## config.mk

```make
export PLATFORM = sky130hd
export DESIGN_NAME = buzzer_pattern_sequencer
export DESIGN_NICKNAME = d
export VERILOG_FILES = /design/src/sv/bps_pkg.sv /design/src/sv/buzzer_pattern_sequencer.sv
export SDC_FILE = /design/constraint.sdc
export NUM_CORES = 1
export LEC_CHECK = 0
export BUFFER_PORTS_ARGS = -buffer_cell sky130_fd_sc_hd__buf_4
export CORE_MARGIN = 1
export CORE_UTILIZATION = 54
export DETAILED_ROUTE_END_ITERATION = 16
export GPL_TIMING_DRIVEN = 0
export PLACE_DENSITY = 0.77
export SLEW_MARGIN = 20
export SYNTH_ARGS = -nofsm -noshare
export SYNTH_HDL_FRONTEND = slang
export SYNTH_SLANG_ARGS = --single-unit
```

## constraint.sdc

```tcl
create_clock -name clk_i -period 3.8 [get_ports clk_i]
set_clock_uncertainty 0.2 [all_clocks]
set_input_delay 0.38 -clock clk_i [delete_from_list [all_inputs] [get_ports clk_i]]
set_output_delay 0.38 -clock clk_i [all_outputs]
set_load 0.01 [all_outputs]
```

## src/sv/bps_pkg.sv

```systemverilog
package bps_pkg;

  // counter width, 8..32
  localparam int unsigned TIME_BITS = 16;
  localparam int unsigned CFG_W     = 16;
  localparam int unsigned CMP_W     = (TIME_BITS > CFG_W) ? TIME_BITS : CFG_W;
  localparam int unsigned FREQ_W    = 12;
  localparam int unsigned CMD_W     = 2;
  localparam int unsigned MODE_W    = 3;

  localparam int unsigned CFG_COUNT = 8;
  localparam int unsigned CFG_IDX_W = $clog2(CFG_COUNT);
  localparam int unsigned APB_AW    = CFG_IDX_W + 2;
  localparam int unsigned APB_DW    = 32;

  // register indexes
  localparam logic [CFG_IDX_W-1:0] REG_OPEN_ON    = 3'd0;
  localparam logic [CFG_IDX_W-1:0] REG_OPEN_OFF   = 3'd1;
  localparam logic [CFG_IDX_W-1:0] REG_OPEN_TOTAL = 3'd2;
  localparam logic [CFG_IDX_W-1:0] REG_DONE_TOTAL = 3'd3;
  localparam logic [CFG_IDX_W-1:0] REG_WARN_ON    = 3'd4;
  localparam logic [CFG_IDX_W-1:0] REG_WARN_OFF   = 3'd5;
  localparam logic [CFG_IDX_W-1:0] REG_ALARM_ON   = 3'd6;
  localparam logic [CFG_IDX_W-1:0] REG_ALARM_OFF  = 3'd7;

  localparam logic [CFG_W-1:0] CFG_RESET [CFG_COUNT] = '{
    16'd200, 16'd100, 16'd5000, 16'd3000, 16'd500, 16'd500, 16'd300, 16'd300
  };

  // commands
  localparam logic [CMD_W-1:0] CMD_TICK  = 2'd0;
  localparam logic [CMD_W-1:0] CMD_START = 2'd1;
  localparam logic [CMD_W-1:0] CMD_STOP  = 2'd2;

  // modes
  localparam logic [MODE_W-1:0] MODE_OFF   = 3'd0;
  localparam logic [MODE_W-1:0] MODE_OPEN  = 3'd1;
  localparam logic [MODE_W-1:0] MODE_DONE  = 3'd2;
  localparam logic [MODE_W-1:0] MODE_WARN  = 3'd3;
  localparam logic [MODE_W-1:0] MODE_ALARM = 3'd4;

  // tones in Hz
  localparam logic [FREQ_W-1:0] FREQ_SILENT = 12'd0;
  localparam logic [FREQ_W-1:0] FREQ_2000   = 12'd2000;
  localparam logic [FREQ_W-1:0] FREQ_2500   = 12'd2500;
  localparam logic [FREQ_W-1:0] FREQ_3000   = 12'd3000;
  localparam logic [FREQ_W-1:0] FREQ_4000   = 12'd4000;

  typedef struct packed {
    logic              tone_write;
    logic [FREQ_W-1:0] tone_freq;
    logic              running;
  } res_t;

endpackage

```

## src/sv/buzzer_pattern_sequencer.sv

```systemverilog
// Channel     Dir  Beat content
// s_axis      in   tuser[1:0] cmd, tdata[2:0] mode
// m_axis      out  tuser[0] tone_write, tdata[11:0] tone_freq, tdata[12] running
// apb         in   8 x 16-bit timing registers at 4*i
//
// One beat per cycle in while s_axis_tready is high, one registered result per beat out.
// Each beat is evaluated against the state registers in the cycle it is taken.
// A two-entry output buffer keeps input ready while one result is stalled;
// input stalls only when both entries are full.
// Reset (rst_ni low, async) idles the pattern and loads the default timings.
module buzzer_pattern_sequencer (
  input  logic                         clk_i,
  input  logic                         rst_ni,
  input  logic                         s_axis_tvalid,
  output logic                         s_axis_tready,
  input  logic [7:0]                   s_axis_tdata,   // [2:0] mode
  input  logic [1:0]                   s_axis_tuser,   // [1:0] cmd
  output logic                         m_axis_tvalid,
  input  logic                         m_axis_tready,
  output logic [15:0]                  m_axis_tdata,   // [11:0] tone_freq, [12] running
  output logic [0:0]                   m_axis_tuser,   // [0] tone_write
  input  logic                         psel,
  input  logic                         penable,
  input  logic                         pwrite,
  input  logic [bps_pkg::APB_AW-1:0]   paddr,
  input  logic [bps_pkg::APB_DW-1:0]   pwdata,
  output logic [bps_pkg::APB_DW-1:0]   prdata,
  output logic                         pready
);

  localparam int unsigned TB = bps_pkg::TIME_BITS;
  localparam int unsigned CW = bps_pkg::CMP_W;

  logic [bps_pkg::CFG_W-1:0]  cfg_q [bps_pkg::CFG_COUNT];
  logic [bps_pkg::MODE_W-1:0] mode_q, mode_d;
  logic                       active_q, active_d;
  logic                       phase_q, phase_d;
  logic [TB-1:0]              ss_q, ss_d, ss_inc;
  logic [TB-1:0]              sc_q, sc_d, sc_inc;

  logic [bps_pkg::CMD_W-1:0]  in_cmd;
  logic [bps_pkg::MODE_W-1:0] in_mode;
  logic [bps_pkg::CFG_W-1:0]  total, on_len, off_len, lim;
  logic                       periodic;
  bps_pkg::res_t              res;

  bps_pkg::res_t              out_q, skid_q;
  logic                       out_valid_q, skid_valid_q;
  logic                       push, pop, cfg_wr;
  logic [bps_pkg::CFG_IDX_W-1:0] cfg_idx;

  assign in_cmd  = s_axis_tuser;
  assign in_mode = s_axis_tdata[bps_pkg::MODE_W-1:0];

  assign s_axis_tready = !skid_valid_q;
  assign push          = s_axis_tvalid && s_axis_tready;
  assign pop           = out_valid_q && m_axis_tready;

  assign m_axis_tvalid = out_valid_q;
  assign m_axis_tuser  = out_q.tone_write;
  assign m_axis_tdata  = {{(16 - bps_pkg::FREQ_W - 1){1'b0}}, out_q.running, out_q.tone_freq};

  assign pready  = 1'b1;
  assign cfg_idx = paddr[bps_pkg::APB_AW-1:2];
  assign cfg_wr  = psel && penable && pwrite && pready;
  assign prdata  = {{(bps_pkg::APB_DW - bps_pkg::CFG_W){1'b0}}, cfg_q[cfg_idx]};

  assign ss_inc = (ss_q == {TB{1'b1}}) ? ss_q : ss_q + 1'b1;
  assign sc_inc = (sc_q == {TB{1'b1}}) ? sc_q : sc_q + 1'b1;

  always_comb begin
    total    = '0;
    on_len   = '0;
    off_len  = '0;
    periodic = 1'b0;
    case (mode_q)
      bps_pkg::MODE_OPEN: begin
        total    = cfg_q[bps_pkg::REG_OPEN_TOTAL];
        on_len   = cfg_q[bps_pkg::REG_OPEN_ON];
        off_len  = cfg_q[bps_pkg::REG_OPEN_OFF];
        periodic = 1'b1;
      end
      bps_pkg::MODE_DONE: begin
        total = cfg_q[bps_pkg::REG_DONE_TOTAL];
      end
      bps_pkg::MODE_WARN: begin
        on_len   = cfg_q[bps_pkg::REG_WARN_ON];
        off_len  = cfg_q[bps_pkg::REG_WARN_OFF];
        periodic = 1'b1;
      end
      bps_pkg::MODE_ALARM: begin
        on_len   = cfg_q[bps_pkg::REG_ALARM_ON];
        off_len  = cfg_q[bps_pkg::REG_ALARM_OFF];
        periodic = 1'b1;
      end
      default: ;
    endcase
    lim = phase_q ? off_len : on_len;
  end

  always_comb begin
    mode_d   = mode_q;
    active_d = active_q;
    phase_d  = phase_q;
    ss_d     = ss_q;
    sc_d     = sc_q;
    res      = '0;
    case (in_cmd)
      bps_pkg::CMD_START: begin
        mode_d   = in_mode;
        ss_d     = '0;
        sc_d     = '0;
        phase_d  = 1'b0;
        active_d = 1'b1;
      end
      bps_pkg::CMD_STOP: begin
        mode_d         = bps_pkg::MODE_OFF;
        active_d       = 1'b0;
        res.tone_write = 1'b1;
      end
      bps_pkg::CMD_TICK: begin
        if (active_q) begin
          ss_d = ss_inc;
          sc_d = sc_inc;
          if ((total != '0) && (CW'(ss_inc) >= CW'(total))) begin
            mode_d         = bps_pkg::MODE_OFF;
            active_d       = 1'b0;
            res.tone_write = 1'b1;
          end else if (periodic) begin
            if (CW'(sc_inc) >= CW'(lim)) begin
              phase_d        = !phase_q;
              sc_d           = '0;
              res.tone_write = 1'b1;
              case (mode_q)
                bps_pkg::MODE_OPEN:
                  res.tone_freq = phase_q ? bps_pkg::FREQ_2000 : bps_pkg::FREQ_2500;
                bps_pkg::MODE_WARN:
                  res.tone_freq = phase_q ? bps_pkg::FREQ_3000 : bps_pkg::FREQ_SILENT;
                default:
                  res.tone_freq = phase_q ? bps_pkg::FREQ_2000 : bps_pkg::FREQ_3000;
              endcase
            end
          end else if (mode_q == bps_pkg::MODE_DONE) begin
            // tone goes on with the first tick and then holds
            if (!phase_q) begin
              phase_d        = 1'b1;
              res.tone_write = 1'b1;
              res.tone_freq  = bps_pkg::FREQ_4000;
            end
          end else begin
            // off or unknown mode: stop on the first tick
            mode_d         = bps_pkg::MODE_OFF;
            active_d       = 1'b0;
            res.tone_write = 1'b1;
          end
        end
      end
      default: ;
    endcase
    res.running = active_d;
  end

  always_ff @(posedge clk_i or negedge rst_ni) begin
    if (!rst_ni) begin
      for (int i = 0; i < bps_pkg::CFG_COUNT; i++) begin
        cfg_q[i] <= bps_pkg::CFG_RESET[i];
      end
      mode_q       <= bps_pkg::MODE_OFF;
      active_q     <= 1'b0;
      phase_q      <= 1'b0;
      ss_q         <= '0;
      sc_q         <= '0;
      out_valid_q  <= 1'b0;
      skid_valid_q <= 1'b0;
    end else begin
      if (cfg_wr) begin
        cfg_q[cfg_idx] <= pwdata[bps_pkg::CFG_W-1:0];
      end
      if (push) begin
        mode_q   <= mode_d;
        active_q <= active_d;
        phase_q  <= phase_d;
        ss_q     <= ss_d;
        sc_q     <= sc_d;
      end
      if (skid_valid_q) begin
        if (pop) begin
          skid_valid_q <= 1'b0;
        end
      end else if (push) begin
        if (out_valid_q && !pop) begin
          skid_valid_q <= 1'b1;
        end else begin
          out_valid_q <= 1'b1;
        end
      end else if (pop) begin
        out_valid_q <= 1'b0;
      end
    end
  end

  // result payload, no reset
  always_ff @(posedge clk_i) begin
    if (skid_valid_q) begin
      if (pop) begin
        out_q <= skid_q;
      end
    end else if (push) begin
      if (out_valid_q && !pop) begin
        skid_q <= res;
      end else begin
        out_q <= res;
      end
    end
  end

endmodule

```

==> results by group <==
Power and ir drop
  – Sw Ratio: 0.391
  – Power Internal: 5.08 mW
  – Pleak: 5.71 nW
  – Pwr/cell area: 625 mW/mm^2
  – Clock power frac: 0.219
  – Comb power frac: 0.436
  – Sequential share of power: 0.344
  – Sw Pwr: 3.27 mW
  – Worst IR Drop VDD: 429 uV

Cells and area
  – FF/Latch Area: 0.00490 mm^2
  – Antenna cells: 0
  – Layout Utilization: 0.677
  – Area growth, synth to finish: 21.7%
  – Multi-input logic area: 0.00605 mm^2
  – Final Net Count: 1269
  – Finished Layout Cells: 1459
  – Share of layout cells above drive strength 1: 0.379
  – Fillers: 1432

CTS
  – Total CTS buffers: 17
  – Htree depth: 4
  – Insertion delay to the later sink of the worst-skew pair: 0.45 ns
  – CTS sink count: 189
  – TritonCTS clock tree: done
  – Root Buffer: clkbuf_16
  – Reg clk slew, reported paths: 0.08 ns
  – Max clock buf depth: 2

GRT
  – GRT overflow: 0
  – Antenna violations before repair: 0
  – All-Layer GR Usage: 0.322
  – First-pass GRT wire length: 49700 um
  – Pin count of the biggest net entering global routing: 89
  – Vias in the first global route: 8957

Setup path
  – CP most frequent cell: buf_6
  – R2r endpoint: m_axis_tdata[5]
  – Cells along the critical path: buf_6 > clkinvlp_4 > nand2_2 > clkbuf_4 > o21ai_0 > o21ai_1 > ha_1 > a211o_1 > a211oi_2 > o21ai_2 > buf_6 > and3_4 > a211oi_4 > o31ai_1
  – Crit path max-delay family: compound AO/OA/AOI/OAI gates
  – Reg-to-Reg Start: mode_q[2]
  – Crit path arrival time: 3.90 ns
  – Worst setup EP type: flop
  – R2R depth: 14
  – Bufs and invs on worst path: 4
  – Flop2flop setup slack: -0.12 ns
  – CP max-delay cell: dfrtp_1
  – Crit Path Class: reg2reg
  – Crit start category: flop
  – Critical path fanouts, max: 10
  – Max incr delay on CP: 0.43 ns
  – Critical path data required time: 3.78 ns
  – Worst Setup SP: mode_q[2]

Timing
  – Final Worst Setup Slack: -0.120 ns
  – Worst-margin pin slew: 1.09 ns
  – Setup TNS: -0.468 ns
  – Max Fclk: 255 MHz
  – Slew Limit Fails: 0
  – Endpoints failing hold: 0
  – Tcrit/Tclk final: 1.03
  – Setup-failing EPs final: 10
  – Min Tclk post-route: 3.92 ns
  – RSZ-0062 raised after global routing: true
  – Slew margin rel.: 0.267

Synthesis
  – Ys flop type: dfrtp_1
  – Synth warn: 0
  – Seq/Total Area, Yosys: 0.445
  – Register bit count reported by yosys: 189
  – Syn avg cell area: 10.6 um^2
  – Share of Yosys cell area claimed by the top area cell type: 0.294
  – Largest cells by area after synthesis: dfrtp_1 29%, mux2_2 13%, dfstp_2 9.1%
  – Mapped Area: 0.0110 mm^2
  – EDFF count, synth: 22
  – Post-synth top area cell: dfrtp_1
  – Async set-reset flop share out of synthesis: 0.884
  – Yosys cell types: 62
  – Mapped Cells: 1037

Placed design
  – HPWL after DPL: 21100 um
  – Routability cong.: 0.916
  – I/O Buffers: 57
  – Pre-CTS setup slack: -1.18 ns
  – Placed insts: 1381

Min path
  – Hold EP: cfg_q[123]
  – HP Start: pwdata[11]
  – Hold Path Stages: 2
  – Hold Path Class: in2reg

Routing
  – Wl on met1: 12900 um
  – Overall routed net length: 33100 um
  – Antenna-violating nets left: 0
  – DRT iter0 DRCs: 892
  – DR WL met3: 2950 um
  – Vias/cell: 6.51
  – Initial DRT Pass Iterations: 6
  – Vias: 9500
  – Met2 WL post-DR: 15600 um
  – Top Metal Used: met4
  – DR WL/cell: 22.7 um
  – DR DRC count: 0

Die
  – Initial Util: 0.557
  – Die area: 0.0209 mm^2
  – Die Height: 145 um
  – Core area: 0.0197 mm^2
  – I/O pins: 106
  – Die X: 145 um
  – Num rows: 51

Job
  – Max_cap viols: 0

Outcome
  – Status: complete, but fails checks
  – Failing checks: negative setup slack
==> synth_stat cells (17+ instances only) <==
library cell    n
mux2_2        131
dfrtp_1       129
nand2_1        94
a22oi_1        78
o21ai_0        61
nor2_1         52
clkbuf_1       40
dfstp_2        38
mux2i_1        38
ha_1           34
a21oi_1        33
nand4_1        26
buf_4          24
nand3_1        24
edfxtp_1       22
a31oi_1        17
==> layout make-up <==
type	instances	share of cell area
repair buffers	108	0.0675
well taps	265	0.0248
clock inverters	15	0.0124
clock buffers	17	0.0319
flip-flops and latches	189	0.367
plain buffers	80	0.0391
multi-input cells	769	0.453
inverters	16	0.00478
==> sequential cells by signal (all words and copies together), names as in the netlist <==
signal         cells
m_axis_tuser       1
skid_valid_q       1
mode_q             3
skid_q            11
m_axis_tvalid      1
phase_q            1
m_axis_tdata      10
active_q           1
cfg_q            128
ss_q              16
sc_q              16
==> per-stage QoR <==
stage / hold WS, ns / power, mW / instance area, um^2
after floorplan: -0.116 / 4.74 / 11100
after global placement: 0.302 / 5.61 / 11800
after detailed placement: 0.236 / 5.70 / 11900
after CTS: 0.00935 / 7.88 / 12900
after global routing: 0.0225 / 8.70 / 13400
final: 0.0129 / 8.35 / 13400
==> logic make-up (layout without fill, tap and decap cells) <==
logic type,count (synthesis),count (layout),synth area share
adders and majority gates,34,34,0.0388
DFF,189,189,0.445
buffers and inverters,99,236,0.0463
and+or+nand+nor,259,259,0.119
xor gates and xnor gates,21,21,0.0168
muxes,169,169,0.169
other,2,22,0.000684
AOI/OAI and AO/OA,264,264,0.164
==> power groups by stage <==
stage / combinational (mW) / sequential [mW] / clock, mW
5_1_grt: 3.87 / 2.92 / 1.91
6_report: 3.64 / 2.88 / 1.83
3_5_place_dp: 2.82 / 2.88 / 0
3_3_place_gp: 2.75 / 2.86 / 0
4_1_cts: 3.20 / 2.85 / 1.83
2_1_floorplan: 1.93 / 2.81 / 0
==> cells in the final DEF, fill, tap and decap left out, types with 25 or more instances in the layout <==
master / synthesis / final
a21oi_1: 33 / 27
a22oi_1: 78 / 78
buf_4: 24 / 122
clkbuf_1: 40 / 25
dfrtp_1: 129 / 120
dfstp_2: 38 / 38
ha_1: 34 / 30
mux2_2: 131 / 131
mux2i_1: 38 / 37
nand2_1: 94 / 91
nand4_1: 26 / 26
nor2_1: 52 / 46
o21ai_0: 61 / 45
==> worst max path at each step <==
| stage | to | slack [ns] | cells past startpoint |
|---|---|---|---|
| finish | m_axis_tdata[5] | -0.12 | 14 |
| floorplan | sc_q[4] | 0.002 | 16 |
| global route | m_axis_tdata[5] | -0.26 | 16 |
| detailed placement | sc_q[4] | -1.18 | 16 |
| global placement | sc_q[4] | -1.16 | 16 |
| CTS | mode_q[1] | -0.01 | 16 |
==> metal layers <==
layer | GRT usage | vias to the layer above
met5 | 0 | -
met2 | 0.508 | 546
met4 | 0.175 | 0
met1 | 0.414 | 4684
li1 | - | 4138
met3 | 0.0699 | 132
==> timing repair <==
item | in CTS | in global routing
setup endpoints to repair | 43 | 43
buffers inserted | 21 | 24
hold buffers | 2 | 0
endpoints found under the hold margin | 72 | 0
pin swaps | 21 | 34
gates resized for setup | 77 | 70
gates cloned | 1 | 1
Note: power is estimated with default switching activity, not from simulation.
